--- src/design/lzc_pkg.sv ---
// ----------------------------------------------------------------------------
// lzc_pkg
// Shared constants, register codes, stage flags and helpers for the
// Laplacian zero-crossing edge overlay.
// ----------------------------------------------------------------------------
package lzc_pkg;

   // default frame limits
   localparam int LZC_MAX_WIDTH  = 2048;
   localparam int LZC_MAX_HEIGHT = 2048;
   localparam int MIN_SIZE       = 5;

   // configuration port
   localparam int CSR_DATA_W = 12;
   localparam int CSR_INDEX_W = 2;

   localparam logic [11:0] FRAME_WIDTH_RST    = 12'd1280;
   localparam logic [11:0] FRAME_HEIGHT_RST   = 12'd960;
   localparam logic [6:0]  EDGE_THRESHOLD_RST = 7'd7;
   localparam logic [7:0]  LAPLACIAN_BIAS_RST = 8'd127;

   // line buffer rings and window sizes
   localparam int GRAY_BANKS  = 3;
   localparam int LAP_BANKS   = 5;
   localparam int COLOR_BANKS = 4;
   localparam int GRAY_TAPS   = 3;
   localparam int LAP_TAPS    = 5;

   // round(sum/3) = floor((sum+1) * 683 / 2048) for sums up to 2046
   localparam int GRAY_RECIP = 683;
   localparam int GRAY_SHIFT = 11;

   typedef enum logic [CSR_INDEX_W-1:0] {
      CSR_FRAME_WIDTH    = 2'd0,
      CSR_FRAME_HEIGHT   = 2'd1,
      CSR_EDGE_THRESHOLD = 2'd2,
      CSR_LAPLACIAN_BIAS = 2'd3
   } csr_index_type;

   // per-request control that travels with it down the pipeline
   typedef struct packed {
      logic lap_wr;    // Laplacian position lies inside the frame
      logic lap_zero;  // Laplacian position on the outermost ring
      logic out_en;    // request produces a result
      logic inner;     // result pixel at least two away from every edge
      logic last;      // result is the final pixel of the frame
   } stage_flags_type;

   // gray level of an RGB pixel, rounded to nearest
   function automatic logic [7:0] gray_of(input logic [7:0] r, input logic [7:0] g,
                                          input logic [7:0] b);
      logic [9:0]  sum;
      logic [19:0] prod;
      sum  = 10'(r) + 10'(g) + 10'(b) + 10'd1;
      prod = 20'(sum) * 20'(GRAY_RECIP);
      return prod[GRAY_SHIFT +: 8];
   endfunction

   // (bank + k) mod GRAY_BANKS
   function automatic logic [1:0] gray_bank_add(input logic [1:0] bank, input logic [1:0] k);
      logic [2:0] s;
      s = 3'(bank) + 3'(k);
      if (s >= 3'(GRAY_BANKS)) begin
         s = s - 3'(GRAY_BANKS);
      end
      return s[1:0];
   endfunction

   // (bank - k) mod LAP_BANKS
   function automatic logic [2:0] lap_bank_sub(input logic [2:0] bank, input logic [2:0] k);
      logic [3:0] s;
      s = 4'(bank) + 4'(LAP_BANKS) - 4'(k);
      if (s >= 4'(LAP_BANKS)) begin
         s = s - 4'(LAP_BANKS);
      end
      return s[2:0];
   endfunction

endpackage

--- src/design/lzc_edge.sv ---
// ----------------------------------------------------------------------------
// lzc_edge
// 5x5 Laplacian window, zero-crossing test, color overlay and the result
// register.
// ----------------------------------------------------------------------------
module lzc_edge
   import lzc_pkg::*;
(
   input  logic                     clock,
   input  logic                     reset,
   input  logic                     b_move,
   input  logic                     c_load,
   input  logic                     c_take,
   input  stage_flags_type          b_flags,
   input  logic [LAP_TAPS-1:0][7:0] b_lap_col,
   input  logic [23:0]              b_color,
   input  logic [6:0]               threshold,
   input  logic [7:0]               bias,
   output logic                     rsp_valid,
   output logic [7:0]               rsp_out_red,
   output logic [7:0]               rsp_out_green,
   output logic [7:0]               rsp_out_blue,
   output logic [7:0]               rsp_laplacian_level,
   output logic                     rsp_is_edge,
   output logic                     rsp_last
);

   logic [7:0] lw_ff [LAP_TAPS][LAP_TAPS-1];

   logic       c_valid_ff, c_valid_in;
   logic [7:0] out_red_ff, out_green_ff, out_blue_ff, level_ff;
   logic       is_edge_ff, last_ff;

   logic signed [9:0] lo, hi, v;
   logic              neg, pos, edge_hit;
   logic [7:0]        red_in, green_in, blue_in;

   // shift the Laplacian window one column per request
   always_ff @(posedge clock) begin
      if (b_move) begin
         for (int r = 0; r < LAP_TAPS; r++) begin
            for (int c = 0; c < LAP_TAPS - 2; c++) begin
               lw_ff[r][c] <= lw_ff[r][c+1];
            end
            lw_ff[r][LAP_TAPS-2] <= b_lap_col[r];
         end
      end
   end

   // look for strong responses of both signs in the window
   always_comb begin
      lo  = $signed({2'b0, bias}) - $signed({3'b0, threshold});
      hi  = $signed({2'b0, bias}) + $signed({3'b0, threshold});
      neg = 1'b0;
      pos = 1'b0;
      v   = '0;
      for (int r = 0; r < LAP_TAPS; r++) begin
         for (int c = 0; c < LAP_TAPS; c++) begin
            if (c == LAP_TAPS - 1) begin
               v = $signed({2'b0, b_lap_col[r]});
            end else begin
               v = $signed({2'b0, lw_ff[r][c]});
            end
            if (v < lo) begin
               neg = 1'b1;
            end
            if (v > hi) begin
               pos = 1'b1;
            end
         end
      end
      edge_hit = b_flags.inner && neg && pos;
   end

   // overlay: yellow on edges, black on the outer ring, else the pixel
   always_comb begin
      if (edge_hit) begin
         red_in   = 8'd255;
         green_in = 8'd255;
         blue_in  = 8'd0;
      end else if (b_flags.inner) begin
         red_in   = b_color[23:16];
         green_in = b_color[15:8];
         blue_in  = b_color[7:0];
      end else begin
         red_in   = 8'd0;
         green_in = 8'd0;
         blue_in  = 8'd0;
      end
   end

   // result register
   assign c_valid_in = c_load ? 1'b1 : (c_take ? 1'b0 : c_valid_ff);

   always_ff @(posedge clock) begin
      if (reset) begin
         c_valid_ff <= 1'b0;
      end else begin
         c_valid_ff <= c_valid_in;
      end
   end

   always_ff @(posedge clock) begin
      if (c_load) begin
         out_red_ff   <= red_in;
         out_green_ff <= green_in;
         out_blue_ff  <= blue_in;
         level_ff     <= lw_ff[2][2];
         is_edge_ff   <= edge_hit;
         last_ff      <= b_flags.last;
      end
   end

   assign rsp_valid           = c_valid_ff;
   assign rsp_out_red         = out_red_ff;
   assign rsp_out_green       = out_green_ff;
   assign rsp_out_blue        = out_blue_ff;
   assign rsp_laplacian_level = level_ff;
   assign rsp_is_edge         = is_edge_ff;
   assign rsp_last            = last_ff;

endmodule

--- config.mk ---
export PLATFORM = sky130hd
export DESIGN_NAME = lzc_edge
export DESIGN_NICKNAME = d
export VERILOG_FILES = /design/src/design/lzc_pkg.sv /design/src/design/lzc_edge.sv
export SDC_FILE = /design/constraint.sdc
export NUM_CORES = 1
export LEC_CHECK = 0
export CAP_MARGIN = 25
export CORE_MARGIN = 3
export CORE_UTILIZATION = 60
export CTS_CLUSTER_DIAMETER = 30
export DETAILED_ROUTE_END_ITERATION = 7
export DONT_BUFFER_PORTS = 1
export PLACE_DENSITY = 0.85
export SYNTH_ARGS = -nofsm -noshare
export SYNTH_HDL_FRONTEND = slang
export SYNTH_SLANG_ARGS = --single-unit
--- constraint.sdc ---
create_clock -name clock -period 13.29 [get_ports clock]
set_input_delay 0.6645 -clock clock [delete_from_list [all_inputs] [get_ports clock]]
set_output_delay 0.6645 -clock clock [all_outputs]
set_load 0.03 [all_outputs]
==> run_results.csv, run 1 <==
group,metric,value,unit
status,status,"completed",
placed_design,placed_area,15200,sq um
run,max_cap_violations,0,
synth,yosysWarnings,0,
synth,yosysTopAreaCell,"edfxtp_1",
power,p_leak,6.59,nW
clock_network,cts_made_buffers,17,
power,p_clk_frac,0.260,
power,switching_power,0.734,mW
synth,synthTopCellsByArea,"edfxtp_1 (39%), ha_1 (29%), a21oi_1 (3.4%)",
synth,synth_cells,1323,
synth,syn_avg_cell_area,11.2,sq um
worst_setup_path,crit_type,"in -> reg",
power,power_frac_comb,0.364,
die,die_area,26700,sq um
detailed_routing,first_pass_iters,5,
worst_setup_path,max_stage_delay,640,ps
power,p_per_area,130,nW/um^2
synth,synth.most_common_cell,"ha_1",
clock_network,clock_latency,450,ps
sta,slew_viol_final,0,
power,switching_share,0.355,
synth,synth_top_area_share,0.392,
detailed_routing,ant_nets,0,
worst_setup_path,worst_path_most_repeated_cell,"a21oi_1",
die,num_rows,56,
synth,ys_async_sr_fraction,0,
worst_setup_path,worstReg2RegStart,"lw_ff[0][13]",
synth,syn-num-nets,1753,
synth,synth-edff-count,194,
power,seqPwrFrac,0.376,
sta,fin_skew,13.5,ps
final_layout,finalInstanceArea,15900,sq um
synth,yosys_most_used_dff,"edfxtp_1",
placed_design,io_buffer_count,0,
worst_setup_path,arrival,5880,ps
sta,tightest_slew,988,ps
global_route,antenna_found_initial,0,
die,ios,124,
global_route,grt_overflow,0,
clock_network,hold_buffers,0,
final_layout,drive_gt1_frac,0.0558,
global_route,grt_use_total,0.287,
sta,slew_headroom,0.338,
worst_setup_path,critPathBufInv,4,
clock_network,cts-root-buf,"clkbuf_16",
worst_setup_path,slowest_stage,"xor2_2",
detailed_routing,via_per_inst,6.90,
synth,synthTopCellsByCount,"ha_1 (339), edfxtp_1 (194), a21oi_1 (101), o21ai_0 (72), nand2_1 (70)",
worst_setup_path,worstSetupEndpointType,"flip-flop",
sta,setup_viol,0,
detailed_routing,drt-total-wl,38.5,mm
clock_network,clock-sinks,195,
worst_setup_path,cp-startpoint,"threshold[1]",
synth,synth_area,14900,sq um
min_path,min_from,"reset",
worst_setup_path,cp_top_family,"simple AND/OR/NAND/NOR gates",
clock_network,clk_path_buf_depth,2,
min_path,worstHoldPathType,"in -> reg",
worst_setup_path,required,13440,ps
die,die_x,163,um
clock_network,cts_setup_buffers,0,
worst_setup_path,cp_max_fo,17,
sta,min_period_over_period,0.431,
global_route,grt_pass1_vias,11600,
worst_setup_path,critPathLaunchType,"input port",
clock_network,tritoncts,"done",
synth,synth.yosys.seq_area_share,0.393,
final_layout,syn2layout_area_growth,6.77,%
global_route,grt_max_degree,161,
die,initial_utilization,0.622,
sta,hold_viol,0,
power,power.internal,1.33,mW
sta,post-route-min-period,5720,ps
placed_design,routabilityCongestion,0.931,
detailed_routing,drt_iter0_drc,1102,
sta,rsz0062_at_grt,"false",
detailed_routing,routedWlPerCell,23.1,um
detailed_routing,drc,0,
final_layout,nets,1763,
sta,timing.fmax,0.175,GHz
final_layout,diodes,0,
synth,yosysUniqueCellTypes,62,
clock_network,htree_levels,4,
global_route,grt_pass1_wl,59.6,mm
sta,setup-tns-final,0,ps
power,ir_drop,0.116,mV
clock_network,clk_pin_slew,70,ps
worst_setup_path,crit_chain,"inv_1 -> ha_1 -> inv_1 -> a21oi_1 -> nor2_1 -> nor2_1 -> o21bai_1 -> a21oi_1 -> o21bai_1 -> a21oi_1 -> xor2_2 -> buf_4 -> ha_1 -> nand2_1 -> nor3_1 -> o22ai_1 -> nor4_1 -> nand4_1 -> nor4b_1 -> o2111ai_1 -> o211ai_1 -> buf_4 -> a22oi_1",
synth,synth-seq-cells,195,
detailed_routing,vias,11500,
die,core-area,23900,sq um
placed_design,hpwl,27.7,mm
clock_network,ctsResizeCount,0,
die,die_h,163,um
[layer usage]
| layer | global-route usage | share of wire | vias up |
|---|---|---|---|
| li1 | - | - | 5276 |
| met1 | 0.357 | 0.39 | 5574 |
| met2 | 0.487 | 0.49 | 539 |
| met3 | 0.0700 | 0.088 | 99 |
| met4 | 0.101 | 0.033 | 0 |
| met5 | 0 | 0 | - |
[placed cells by master, fill, tap and decap left out, drive strengths merged, types with 6 or more instances in the layout]
| master | instances |
|---|---|
| nor3 | 19 |
| a211o | 6 |
| nor4b | 17 |
| o22a | 6 |
| nand2b | 8 |
| a21oi | 101 |
| maj3 | 18 |
| nand2 | 71 |
| nand3 | 9 |
| nor2 | 39 |
| o21bai | 8 |
| a31o | 10 |
| o21a | 38 |
| or4 | 13 |
| o22ai | 21 |
| a22oi | 18 |
| ha | 339 |
| buf | 18 |
| nor2b | 31 |
| a2111oi | 9 |
| o21ai | 75 |
| a21o | 26 |
| nand4 | 46 |
| a211oi | 12 |
| clkbuf | 19 |
| o211ai | 20 |
| inv | 72 |
| o2111ai | 6 |
| a31oi | 21 |
| edfxtp | 194 |
[kinds of logic (layout without fill, tap and decap cells)]
logic type               Yosys count  after routing  share of synthesized area
XOR/XNOR                           8              8                    0.00471
buffers and inverters             95            117                     0.0305
adder cells (fa/ha/maj)          359            359                      0.300
AO/OA/AOI/OAI                    394            394                      0.172
AND/OR/NAND/NOR                  272            272                     0.0995
flip-flops                       195            195                      0.393
[sequential cells by signal, summed over array words and instances, names as in the netlist]
signal	flops
rsp_out_blue	8
rsp_valid	1
lw_ff	160
rsp_is_edge	1
rsp_last	1
rsp_laplacian_level	8
rsp_out_red	8
rsp_out_green	8
[layout make-up]
type	count	area, sq um
multi-input combinational	1033	8630
timing repair buffer	18	158
fill	1724	8020
inverter	68	255
tap	319	399
clock inverter	12	155
sequential	195	5850
clock buffer	19	433
[power by group through the flow]
| stage | clock [mW] | sequential (mW) | combinational (mW) |
|---|---|---|---|
| after CTS | 0.532 | 0.775 | 0.731 |
| after detailed placement | 0 | 0.788 | 0.718 |
| after floorplan | 0 | 0.777 | 0.513 |
| final | 0.538 | 0.776 | 0.751 |
| after global placement | 0 | 0.786 | 0.670 |
| after global routing | 0.556 | 0.780 | 0.834 |
[stage by stage]
step	total power, mW	worst slack (ps)	utilization	cells	hold WS [ps]
after floorplan	1.29	7710	-	1323	426
after global placement	1.46	7300	0.638	1630	433
after detailed placement	1.51	7260	0.638	1630	439
after CTS	2.04	7710	0.662	1661	284
after global routing	2.17	7290	0.664	1664	281
final	2.06	7570	0.664	1664	292
[worst paths after layout]
path                            depth (start not counted)  slack (ps)          endpoint
worst min-delay path                                    1         290         rsp_valid
worst max register to register                         11        9720  rsp_out_green[2]
worst max-delay path                                   23        7570  rsp_out_green[2]
worst min register to register                          0         460       lw_ff[4][8]
Note: power is estimated with default switching activity, not from simulation.
==> run 2, diff against run 1 <==
clock period = 5.7 ns   (was 13.29 ns; I/O delays follow)
==> run_results.csv, run 2 (synthesis gave the netlist of run 1 again) <==
group,metric,value,unit
sta,slew_headroom,0.330,
sta,setup_viol,0,
die,die_h,163,um
global_route,grt_max_degree,161,
sta,post-route-min-period,5110,ps
sta,min_period_over_period,0.897,
status,status,"completed",
worst_setup_path,required,5870,ps
power,p_leak,6.85,nW
clock_network,clk_path_buf_depth,2,
global_route,grt_pass1_vias,12300,
worst_setup_path,worstReg2RegStart,"lw_ff[4][9]",
detailed_routing,drt-total-wl,39.7,mm
detailed_routing,routedWlPerCell,23.1,um
global_route,grt_overflow,0,
clock_network,tritoncts,"done",
placed_design,hpwl,28.7,mm
sta,fin_skew,12.1,ps
final_layout,diodes,0,
power,p_per_area,298,nW/um^2
worst_setup_path,rrSetupSlack,1930,ps
clock_network,clock-sinks,195,
global_route,antenna_found_initial,0,
min_path,min_from,"b_flags[1]",
detailed_routing,first_pass_iters,6,
final_layout,max_flop_register,"lw_ff",
die,die_x,163,um
die,ios,124,
clock_network,cts-root-buf,"clkbuf_16",
detailed_routing,drt_iter0_drc,1246,
detailed_routing,vias,11800,
clock_network,htree_levels,4,
die,num_rows,56,
final_layout,layout_common_cells,"ha_1 (339), edfxtp_1 (194), a21oi_1 (101)",
placed_design,pre_cts_ws,375,ps
sta,tightest_slew,1010,ps
worst_setup_path,cp_max_fo,17,
final_layout,fillers,1605,
worst_setup_path,critPathLaunchType,"input port",
global_route,grt_pass1_wl,62.0,mm
power,ir_drop,0.202,mV
min_path,whs_endpoint,"rsp_out_blue[1]",
worst_setup_path,arrival,5280,ps
detailed_routing,drc,0,
min_path,worstHoldPathType,"in -> reg",
placed_design,io_buffer_count,0,
clock_network,clk_pin_slew,80,ps
sta,slew_viol_final,0,
min_path,hold_depth,2,
run,max_cap_violations,0,
sta,setup-tns-final,0,ps
global_route,grt_use_total,0.299,
detailed_routing,via_per_inst,6.88,
final_layout,syn2layout_area_growth,10.6,%
worst_setup_path,r2r_cells,11,
sta,timing.fmax,0.196,GHz
detailed_routing,ant_nets,0,
worst_setup_path,worstSetupEndpointType,"flip-flop",
sta,finalWorstSetupSlack,587,ps
clock_network,ctsResizeCount,0,
worst_setup_path,crit_type,"in -> reg",
die,initial_utilization,0.622,
sta,hold_viol,0,
sta,rsz0062_at_grt,"false",
final_layout,largest_reg_flops,160,
final_layout,layout_commonest_cell,"ha_1",
final_layout,nets,1818,
final_layout,drive_gt1_frac,0.0650,
worst_setup_path,timing.rr.end,"rsp_out_green[6]",
placed_design,routabilityCongestion,0.964,
power,total_power,4.91,mW
clock_network,cts_made_buffers,17,
clock_network,clock_latency,460,ps
die,die_area,26700,sq um
die,core-area,23900,sq um
==> run 2: changes by cell type in the layout (fill, tap and decap cells not counted), moves of 2 or more <==
cell / before / now
clkinv_2: 2 / 0
buf_12: 0 / 2
dlygate4sd3_1: 0 / 43
bufinv_16: 3 / 0
clkbuf_1: 2 / 0
clkinv_8: 0 / 4
buf_4: 15 / 25
inv_8: 0 / 5
==> run 2: worst max-delay path by stage <==
| stage | slack, ps | start | end | cells past startpoint |
|---|---|---|---|---|
| finish | 590 | threshold[2] | rsp_out_green[6] | 21 |
| global route | 320 | threshold[2] | rsp_out_red[2] | 21 |
| CTS | 800 | threshold[2] | rsp_out_green[6] | 21 |
| detailed placement | 370 | threshold[2] | rsp_out_red[6] | 20 |
| global placement | 530 | threshold[0] | rsp_out_red[6] | 19 |
| floorplan | 500 | threshold[1] | rsp_out_green[1] | 22 |
==> run 2: worst max-delay path, cell delays in order <==
cell and delay (ps):
inv_1 20, ha_1 450, nor2_1 90, nor2_1 210, o21bai_1 110, a21oi_1 290
o21bai_1 130, a21oi_1 250, xor2_2 410, buf_4 360, ha_1 210, nand2_1 80
nor3_1 230, o22ai_1 190, nor4_1 490, nand4_1 190, nor4b_1 320, o2111ai_1 270
o211ai_1 280, buf_4 280, a22oi_1 120
==> run 2: area by class of cell <==
class / instances / area [sq um] / share of cell area
multi-input combinational: 1033 / 8630 / 0.525
sequential: 195 / 5850 / 0.355
timing repair buffer: 73 / 716 / 0.0435
clock buffer: 17 / 425 / 0.0259
tap: 319 / 399 / 0.0243
inverter: 68 / 255 / 0.0155
clock inverter: 15 / 180 / 0.0110
==> run 2: stage by stage <==
| step | utilization | area [sq um] | hold WS [ps] | std cells |
|---|---|---|---|---|
| 2_1_floorplan | - | 14900 | 357 | 1323 |
| 4_1_cts | 0.688 | 16400 | 113 | 1719 |
| 3_5_place_dp | 0.642 | 15400 | 364 | 1642 |
| 6_report | 0.688 | 16400 | 123 | 1720 |
| 3_3_place_gp | 0.642 | 15300 | 360 | 1641 |
| 5_1_grt | 0.688 | 16400 | 127 | 1720 |
==> run 2: what timing repair did <==
item                                   in CTS  in global routing
buffers inserted                            0                  0
endpoints found under the hold margin     236                  0
hold buffers                               45                  0
==> run 2: routing by layer <==
| metal | global-route usage | vias up | wire, um | share of wire |
|---|---|---|---|---|
| met4 | 0.150 | 0 | 2050 | 0.051 |
| li1 | - | 5395 | - | - |
| met1 | 0.360 | 5575 | 15000 | 0.38 |
| met3 | 0.0637 | 168 | 3490 | 0.088 |
| met2 | 0.507 | 691 | 19100 | 0.48 |
| met5 | 0 | - | 0 | 0 |
==> run 2: report_power, final <==
group | internal, mW | switching (mW) | leakage, nW
Clock | 0.599 | 0.655 | 0.292
Combinational | 0.764 | 1.08 | 4.64
Sequential | 1.70 | 0.109 | 1.91
